$ cat config.mk
export PLATFORM = sky130hd
export DESIGN_NAME = sort_unique_bytes
export DESIGN_NICKNAME = d
export VERILOG_FILES = /design/src/sortu_pkg.sv /design/src/sort_unique_bytes.sv /design/src/sortu_cell.sv
export SDC_FILE = /design/constraint.sdc
export NUM_CORES = 1
export LEC_CHECK = 0
export BUFFER_PORTS_ARGS = -buffer_cell sky130_fd_sc_hd__buf_2
export CAP_MARGIN = 20
export CORE_MARGIN = 2
export CORE_UTILIZATION = 50
export DETAILED_ROUTE_END_ITERATION = 6
export MAX_ROUTING_LAYER = met4
export PLACE_DENSITY = 0.64
export SYNTH_ARGS = -nofsm -noshare
export SYNTH_HDL_FRONTEND = slang
export SYNTH_SLANG_ARGS = --single-unit
$ cat constraint.sdc
create_clock -name clk -period 5.4 [get_ports clk]
set_clock_uncertainty 0.1 [all_clocks]
set_input_delay 0.54 -clock clk [delete_from_list [all_inputs] [get_ports clk]]
set_output_delay 0.54 -clock clk [all_outputs]
set_load 0.005 [all_outputs]
$ cat src/sortu_pkg.sv
// ----------------------------------------------------------------------------
// sortu_pkg
// Shared constants and types for the sorting/dedup cell chain.
// ----------------------------------------------------------------------------
package sortu_pkg;

    localparam int DEPTH  = 16;
    localparam int VAL_W  = 8;
    localparam int CNT_W  = $clog2(DEPTH + 1);
    localparam int UCNT_W = 5;

    typedef logic signed [VAL_W-1:0] val_t;
    typedef logic [CNT_W-1:0]        cnt_t;

    typedef enum logic [2:0] {
        S_IDLE   = 3'b001,
        S_INSERT = 3'b010,
        S_EMIT   = 3'b100
    } state_t;

    // per-cycle command broadcast to every cell
    typedef struct packed {
        logic cmp;   // compare key against held entry, register flags
        logic ins;   // open a slot at the boundary and write the key
        logic emit;  // shift toward cell 0
    } ctl_t;

endpackage

$ cat src/sort_unique_bytes.sv
// ----------------------------------------------------------------------------
// sort_unique_bytes
// Collects a list of signed bytes, keeps the distinct ones in ascending
// order in a chain of cells, and streams them out on the last element.
// ----------------------------------------------------------------------------
//  channel  | signals                                       | handshake
//  ---------+-----------------------------------------------+----------------
//  input    | value[7:0] signed, last                       | start & !busy
//  result   | sorted_value[7:0] signed, final_res,          | result_valid
//           | unique_count[4:0], overflow                   | (one cycle)
//
//  Each input transfer first compares the key in every cell, then combines
//  the match flags and shifts the chain open for the new value.
//  After a last element the chain shifts out one value per cycle until every
//  distinct value is out; busy stays high during that time.
//  Reset empties the chain at once; no clearing pass is needed.
//  Results cannot be stalled: each one is shown for exactly one cycle.
// ----------------------------------------------------------------------------
module sort_unique_bytes
(
    input  logic                                clk,
    input  logic                                rst_n,
    input  logic                                start,
    output logic                                busy,
    input  logic signed [sortu_pkg::VAL_W-1:0]  value,
    input  logic                                last,
    output logic                                result_valid,
    output logic signed [sortu_pkg::VAL_W-1:0]  sorted_value,
    output logic                                final_res,
    output logic [sortu_pkg::UCNT_W-1:0]        unique_count,
    output logic                                overflow
);

    sortu_pkg::state_t  state_reg;
    sortu_pkg::state_t  state_next;
    sortu_pkg::val_t    key_reg;
    logic               last_reg;
    sortu_pkg::cnt_t    count_reg;
    sortu_pkg::cnt_t    count_next;
    sortu_pkg::cnt_t    total_reg;
    sortu_pkg::cnt_t    total_next;
    logic               ovf_reg;
    logic               ovf_next;

    logic               res_valid_reg;
    logic               res_valid_next;
    sortu_pkg::val_t    res_value_reg;
    logic               res_final_reg;
    sortu_pkg::cnt_t    res_count_reg;
    logic               res_ovf_reg;

    sortu_pkg::ctl_t    ctl;
    sortu_pkg::val_t    key;
    logic               accept;
    logic               dup;
    logic               full;
    logic               do_ins;

    sortu_pkg::val_t    cell_value [sortu_pkg::DEPTH];
    logic [sortu_pkg::DEPTH-1:0] cell_valid;
    logic [sortu_pkg::DEPTH-1:0] cell_lt;
    logic [sortu_pkg::DEPTH-1:0] cell_eq;

    assign busy   = (state_reg != sortu_pkg::S_IDLE);
    assign accept = start && !busy;
    assign key    = busy ? key_reg : value;
    assign dup    = |cell_eq;
    assign full   = (count_reg == sortu_pkg::CNT_W'(sortu_pkg::DEPTH));
    assign do_ins = (state_reg == sortu_pkg::S_INSERT) && !dup && !full;

    assign ctl.cmp  = accept;
    assign ctl.ins  = do_ins;
    assign ctl.emit = (state_reg == sortu_pkg::S_EMIT);

    genvar gi;
    generate
        for (gi = 0; gi < sortu_pkg::DEPTH; gi++)
        begin : g_cell
            sortu_pkg::val_t pv;
            logic            pvld;
            logic            plt;
            sortu_pkg::val_t nv;
            logic            nvld;

            if (gi == 0)
            begin : g_head
                assign pv   = key;
                assign pvld = 1'b0;
                assign plt  = 1'b1;
            end
            else
            begin : g_body
                assign pv   = cell_value[gi-1];
                assign pvld = cell_valid[gi-1];
                assign plt  = cell_lt[gi-1];
            end

            if (gi == sortu_pkg::DEPTH - 1)
            begin : g_tail
                assign nv   = '0;
                assign nvld = 1'b0;
            end
            else
            begin : g_inner
                assign nv   = cell_value[gi+1];
                assign nvld = cell_valid[gi+1];
            end

            sortu_cell u_cell
            (
                .clk        (clk),
                .rst_n      (rst_n),
                .ctl        (ctl),
                .key        (key),
                .prev_value (pv),
                .prev_valid (pvld),
                .prev_lt    (plt),
                .next_value (nv),
                .next_valid (nvld),
                .value      (cell_value[gi]),
                .valid      (cell_valid[gi]),
                .lt         (cell_lt[gi]),
                .eq         (cell_eq[gi])
            );
        end
    endgenerate

    always_comb
    begin
        state_next     = state_reg;
        count_next     = count_reg;
        total_next     = total_reg;
        ovf_next       = ovf_reg;
        res_valid_next = 1'b0;
        unique case (state_reg)
            sortu_pkg::S_IDLE:
            begin
                if (start)
                begin
                    state_next = sortu_pkg::S_INSERT;
                end
            end
            sortu_pkg::S_INSERT:
            begin
                if (do_ins)
                begin
                    count_next = count_reg + 1'b1;
                end
                if (!dup && full)
                begin
                    ovf_next = 1'b1;
                end
                total_next = do_ins ? count_reg + 1'b1 : count_reg;
                state_next = last_reg ? sortu_pkg::S_EMIT : sortu_pkg::S_IDLE;
            end
            sortu_pkg::S_EMIT:
            begin
                res_valid_next = 1'b1;
                count_next     = count_reg - 1'b1;
                if (count_reg == sortu_pkg::CNT_W'(1))
                begin
                    // list done: drop the flag for the next one
                    ovf_next   = 1'b0;
                    state_next = sortu_pkg::S_IDLE;
                end
            end
            default:
            begin
                state_next = sortu_pkg::S_IDLE;
            end
        endcase
    end

    always_ff @(posedge clk or negedge rst_n)
    begin
        if (!rst_n)
        begin
            state_reg     <= sortu_pkg::S_IDLE;
            count_reg     <= '0;
            total_reg     <= '0;
            ovf_reg       <= 1'b0;
            res_valid_reg <= 1'b0;
        end
        else
        begin
            state_reg     <= state_next;
            count_reg     <= count_next;
            total_reg     <= total_next;
            ovf_reg       <= ovf_next;
            res_valid_reg <= res_valid_next;
        end
    end

    always_ff @(posedge clk)
    begin
        if (accept)
        begin
            key_reg  <= value;
            last_reg <= last;
        end
        if (ctl.emit)
        begin
            res_value_reg <= cell_value[0];
            res_final_reg <= (count_reg == sortu_pkg::CNT_W'(1));
            res_count_reg <= total_reg;
            res_ovf_reg   <= ovf_reg;
        end
    end

    assign result_valid = res_valid_reg;
    assign sorted_value = res_value_reg;
    assign final_res    = res_final_reg;
    assign unique_count = sortu_pkg::UCNT_W'(res_count_reg);
    assign overflow     = res_ovf_reg;

    // valid bits always form a prefix whose length is the entry count
    assert property (@(posedge clk) disable iff (!rst_n)
        ($countones(cell_valid) == int'(count_reg))
        && (((cell_valid + 1'b1) & cell_valid) == '0))
        else $error("chain valid bits out of step with entry count");

    // the chain is empty once the final result of a list is out
    assert property (@(posedge clk) disable iff (!rst_n)
        (result_valid && final_res) |-> (count_reg == '0) && !ovf_reg)
        else $error("chain not empty after final result");

    // results of one list come out strictly ascending
    assert property (@(posedge clk) disable iff (!rst_n)
        (result_valid && !final_res) |=>
            result_valid && (sorted_value > $past(sorted_value)))
        else $error("results not strictly ascending");

    // emission always produces a result in the next cycle
    assert property (@(posedge clk) disable iff (!rst_n)
        (state_reg == sortu_pkg::S_EMIT) |=> result_valid)
        else $error("emission cycle without result");

endmodule

$ cat src/sortu_cell.sv
// ----------------------------------------------------------------------------
// sortu_cell
// One entry of the sorted chain: holds a value and its valid bit, compares
// against the broadcast key, shifts right on insert and left on emission.
// ----------------------------------------------------------------------------
module sortu_cell
(
    input  logic             clk,
    input  logic             rst_n,
    input  sortu_pkg::ctl_t  ctl,
    input  sortu_pkg::val_t  key,
    input  sortu_pkg::val_t  prev_value,
    input  logic             prev_valid,
    input  logic             prev_lt,
    input  sortu_pkg::val_t  next_value,
    input  logic             next_valid,
    output sortu_pkg::val_t  value,
    output logic             valid,
    output logic             lt,
    output logic             eq
);

    sortu_pkg::val_t value_reg;
    sortu_pkg::val_t value_next;
    logic            valid_reg;
    logic            valid_next;
    logic            lt_reg;
    logic            lt_next;
    logic            eq_reg;
    logic            eq_next;

    always_comb
    begin
        value_next = value_reg;
        valid_next = valid_reg;
        lt_next    = lt_reg;
        eq_next    = eq_reg;
        if (ctl.cmp)
        begin
            lt_next = valid_reg && (value_reg < key);
            eq_next = valid_reg && (value_reg == key);
        end
        if (ctl.ins && !lt_reg)
        begin
            // first cell not below the key takes it, the rest move up
            if (prev_lt)
            begin
                value_next = key;
                valid_next = 1'b1;
            end
            else
            begin
                value_next = prev_value;
                valid_next = prev_valid;
            end
        end
        if (ctl.emit)
        begin
            value_next = next_value;
            valid_next = next_valid;
        end
    end

    always_ff @(posedge clk or negedge rst_n)
    begin
        if (!rst_n)
        begin
            valid_reg <= 1'b0;
            lt_reg    <= 1'b0;
            eq_reg    <= 1'b0;
        end
        else
        begin
            valid_reg <= valid_next;
            lt_reg    <= lt_next;
            eq_reg    <= eq_next;
        end
    end

    always_ff @(posedge clk)
    begin
        value_reg <= value_next;
    end

    assign value = value_reg;
    assign valid = valid_reg;
    assign lt    = lt_reg;
    assign eq    = eq_reg;

endmodule
* Word-level counts from Yosys, hierarchy flattened
Cells that the tools add are included.
Storage, ports and cells: output and inout bits 17, logic and storage cells 312, register bits 215
Cells by class: equal/unequal tests 25, add/sub/neg operators 2, $lt $le $gt $ge 16, reduce and logical (&&, ||, !) cells 91, muxes and demuxes 103
Operators with widths (number):
- 8-bit two-way mux | 46
- 8-bit == test | 16
- 8-bit less-than comparator | 16
- 1-bit logical AND | 52
- 1-bit two-way mux | 50
- 2-bit nonzero test | 17
- 1-bit zero test | 19
- 16-bit OR reduction | 1
- 5-bit one-hot mux with 2 select lines | 1
- 3-bit two-way mux | 3
- 3-bit one-hot mux with 3 select lines | 1
- 5-bit by 1-bit adder with 5-bit output, second input constant | 1
- 5-bit by 1-bit == test with 1-bit output, second input constant | 1
- 5-bit == test, second input constant | 1
- 5-bit two-way mux | 1
- 5-bit by 1-bit subtractor with 5-bit output, second input constant | 1
- 2-bit by 1-bit inequality test with 1-bit output, second input constant | 2
- 3-bit by 1-bit == test with 1-bit output, second input constant | 1
- 3-bit by 2-bit == test with 1-bit output, second input constant | 1
- 3-bit == test, second input constant | 1
- 3-bit by 1-bit inequality test with 1-bit output, second input constant | 1
- 3-bit AND reduction | 1
- 2-bit inequality test, second input constant | 1
- 1-bit one-hot mux with 2 select lines | 1
- 2-bit AND reduction | 1

* Longest topological paths before layout
depth after elaboration 7, mapped depth 10, gate-level depth less buffers 8

* Hierarchy
From an unflattened synthesis, not the netlist that was laid out.
Unflattened totals: cell total of the unflattened synthesis 1375, area, all modules 13894.6 µm²
By module, submodules not included:
- sortu_cell at g_cell[0].u_cell ... | times used 13, seq. area each 315.3 µm², area each 753.2 µm², cells each 77
- sortu_cell at g_cell[7].u_cell ... | times used 3, seq. area each 315.3 µm², area each 764.5 µm², cells each 77
- sort_unique_bytes | times used 1, seq. area each 1097.3 µm², area each 1809.2 µm², cells each 143

* Worst setup path before layout
OpenSTA, ideal clock, no wires.
kind reg2reg, from register state_reg[0], to register g_cell[5].u_cell.lt_reg, clock period less this slack 3.162 ns, buffers on the path 2, stages on the path, launching flop included 11, setup slack 2.238 ns, arrival 2.980 ns, path through dfstp_2 -> nor3b_2 -> buf_6 -> mux2i_1 -> buf_2 -> ha_1 -> and4_1 -> and3_1 -> a211oi_1 -> o211ai_1 -> a31oi_1
Between the ends: longest elaborated chain between the ends 4
Ends and longest elaborated chain:
- start: declaration | line sort_unique_bytes.sv:34 | sortu_pkg::state_t state_reg;
- start signal: assignment | line sort_unique_bytes.sv:178 | state_reg <= sortu_pkg::S_IDLE;
- start signal: assignment | line sort_unique_bytes.sv:186 | state_reg <= state_next;
- 3-bit by 1-bit inequality test with 1-bit output (*) | line sort_unique_bytes.sv:64 | assign busy = (state_reg != sortu_pkg::S_IDLE);
- 8-bit two-way mux | line sort_unique_bytes.sv:66 | assign key = busy ? key_reg : value;
- 8-bit less-than comparator | line sortu_cell.sv:40 | lt_next = valid_reg && (value_reg < key);
- 1-bit logical AND | line sortu_cell.sv:40
- end signal: assignment | line sortu_cell.sv:75 | lt_reg <= lt_next;
- end: declaration | line sortu_cell.sv:27 | logic lt_reg;
Mark *: on every way between the ends. The rest lies on a longest branch, timed or not. A chain may end at the register's enable or synchronous reset.

* Worst setup path in the final report
from register state_reg[0], to register g_cell[0].u_cell.lt_reg
Between the ends: longest elaborated chain between the ends 4
Ends and longest elaborated chain (line):
- 3-bit by 1-bit inequality test with 1-bit output (*) | sort_unique_bytes.sv:64
- 8-bit two-way mux | sort_unique_bytes.sv:66
- 8-bit less-than comparator | sortu_cell.sv:40
- 1-bit logical AND | sortu_cell.sv:40
- end signal: assignment | sortu_cell.sv:75
- end: declaration | sortu_cell.sv:27
Marks and branches as above.

==> results.json <==
{
  "status": "completed",
  "antenna_found_initial": 0,
  "setup_viol": 0,
  "finalWirelength_mm": 35.3,
  "synth_top_area_share_pct": 33.0,
  "arrival_ns": 4.11,
  "drtAntennaViolNets": 0,
  "hpwl_mm": 24.1,
  "fin_cells": 1738,
  "fill_cells": 2297,
  "clk_pin_slew_worst_paths_ns": 0.06,
  "slew_headroom_pct": 24.2,
  "place_ws_ns": 1.57,
  "final_layout_size_suffix_gt1_share_pct": 9.91,
  "ioPinCount": 29,
  "cts_resized": 0,
  "largest_register_ffs": 128,
  "n_antenna_cell": 0,
  "layout_common_cells": "nand2_1 (194), o21ai_0 (162), edfxtp_1 (144), a21oi_1 (138), nor2_1 (115)",
  "fin_tns_setup_ns": 0,
  "gp_congestion": 0.867,
  "fmax_mhz": 264,
  "syn_avg_cell_area_sq_um": 9.42,
  "drc": 0,
  "nets": 1494,
  "areaGrowthSynthToFinish_pct": 10.5,
  "ctsHtreeMaxLevel": 1,
  "synth-seq-cells": 215,
  "overflow": 0,
  "rsz0062_at_grt": "no",
  "worstSetupPathType": "reg2reg",
  "max-vdd-ir-drop_uv": 378,
  "clk_latency_ns": 0.54,
  "track_usage_pct": 26.5,
  "grt_max_degree": 114,
  "syn_nets": 1500,
  "fp.dieW_um": 166,
  "finish.utilization_pct": 55.8,
  "yosys.area.top_type": "edfxtp_1",
  "seq_area_frac_synth_pct": 46.3,
  "finalPower_mw": 7.86,
  "grt_first_pass_wirelength_mm": 57.2,
  "dp_cells": 1687,
  "die-area_sq_um": 27500,
  "placed_cell_area_sq_um": 13500,
  "die_height_um": 166,
  "tightestPinTransition_ns": 1.13,
  "cp-start-kind": "flop",
  "fin_area_sq_um": 14500,
  "synth_flop_cell": "edfxtp_1",
  "synth_area_leaders": "edfxtp_1 (33%), dfrtp_1 (12%), ha_1 (9.5%), o21ai_0 (6.2%), nand2_1 (5.6%)",
  "ys_warn_count": 0,
  "port-buffer-count": 28,
  "holdBufCountCts": 1,
  "holdWs_ns": 0.0874,
  "hold_viol_final": 0,
  "hp-class": "in2reg",
  "cts_sinks": 215,
  "initial_core_util_pct": 50.5,
  "slew_viol_final": 0,
  "yosysUniqueCellTypes": 62,
  "power-per-cell-area_nw_per_um2": 544,
  "first_global_vias": 10400,
  "rows": 59,
  "clockBufferDepth": 3,
  "fp.coreArea_sq_um": 25900,
  "endpoint_kind": "flop",
  "numCtsBuffers": 26,
  "viasPerCell": 6.07,
  "leakagePower_nw": 5.47,
  "synth_edf_count": 144,
  "synth_area_sq_um": 13100,
  "wire_per_inst_um": 20.3,
  "cts_tree": "done",
  "firstDrtPassIters": 5,
  "final_common_cell": "nand2_1",
  "async_reset_ff_share_pct": 29.3,
  "vias": 10500,
  "critPathRequiredTime_ns": 5.72,
  "post-cts-setup-buffers": 0,
  "cap_violations": 0,
  "drt-initial-drc-count": 1056,
  "finalWorstSetupSlack_ns": 1.61,
  "min_period_ns": 3.79,
  "root_buffer": "clkbuf_16",
  "fin_crit_sh_pct": 70.2,
  "critPathMaxFanout": 22,
  "synthCells": 1389
}
[report_power, final]
group | total (mW) | internal [mW] | switching, mW
Clock | 1.87 | 1.17 | 0.700
Combinational | 3.17 | 1.20 | 1.97
Sequential | 2.82 | 2.33 | 0.491
Total | 7.86 | 4.70 | 3.16
[Yosys cell counts, types with 15 or more instances]
cell type	n
nand2_1	195
o21ai_0	162
edfxtp_1	144
a21oi_1	138
nor2_1	115
ha_1	99
clkbuf_1	62
dfrtp_1	62
inv_1	59
o211ai_1	40
xnor2_1	35
nand4_1	27
nand3_1	25
o31ai_1	21
buf_2	16
nor4_1	15
[logic make-up after synthesis]
kind of cell    synth area share (%)
mux                             1.20
fa+ha+maj                       10.5
compound gates                  18.8
flops                           46.3
xor+xnor                        2.41
simple gates                    15.7
buf+inv                         5.05
[worst paths after layout]
kind	startpoint	slack, ns	cells after the start	end
worst max-delay path	state_reg[0]$_DFFE_PN1P_	1.61	9	g_cell[0].u_cell.lt$_DFFE_PN0P_
worst min-delay path	last	0.09	1	last_reg$_DFFE_PP_
worst max register to register	state_reg[0]$_DFFE_PN1P_	1.61	9	g_cell[0].u_cell.lt$_DFFE_PN0P_
worst min register to register	last_reg$_DFFE_PP_	0.33	1	state_reg[0]$_DFFE_PN1P_
max in group asynchronous	rst_n	3.88	3	g_cell[9].u_cell.valid$_DFFE_PN0P_
min in group asynchronous	rst_n	0.26	2	g_cell[0].u_cell.valid$_DFFE_PN0P_
[final cells by class]
| class | instances | area (sq um) | share of cell area (%) |
|---|---|---|---|
| clock buffer | 39 | 803 | 5.56 |
| clock inverter | 9 | 119 | 0.822 |
| inverter | 61 | 234 | 1.62 |
| multi-input combinational | 1020 | 6460 | 44.7 |
| sequential | 215 | 6060 | 41.9 |
| tap | 335 | 419 | 2.90 |
| timing repair buffer | 59 | 363 | 2.51 |
[metal layers]
| layer | wire length, um | global-route usage [%] | up-vias |
|---|---|---|---|
| li1 | - | - | 5082 |
| met1 | 15900 | 36.3 | 5043 |
| met2 | 16500 | 42.1 | 351 |
| met3 | 2020 | 3.17 | 72 |
| met4 | 841 | 6.77 | 0 |
| met5 | 0 | - | - |
[worst max-delay path: stages (launching register included)]
cell      delay [ns]
dfstp_2         0.58
nor3b_4         0.59
buf_4           0.33
mux2i_4         0.74
ha_1            0.36
and4_1          0.15
and3_1          0.19
a211oi_1        0.34
o211ai_1        0.16
o311ai_1        0.12
Power figures use the tool's default switching activity.
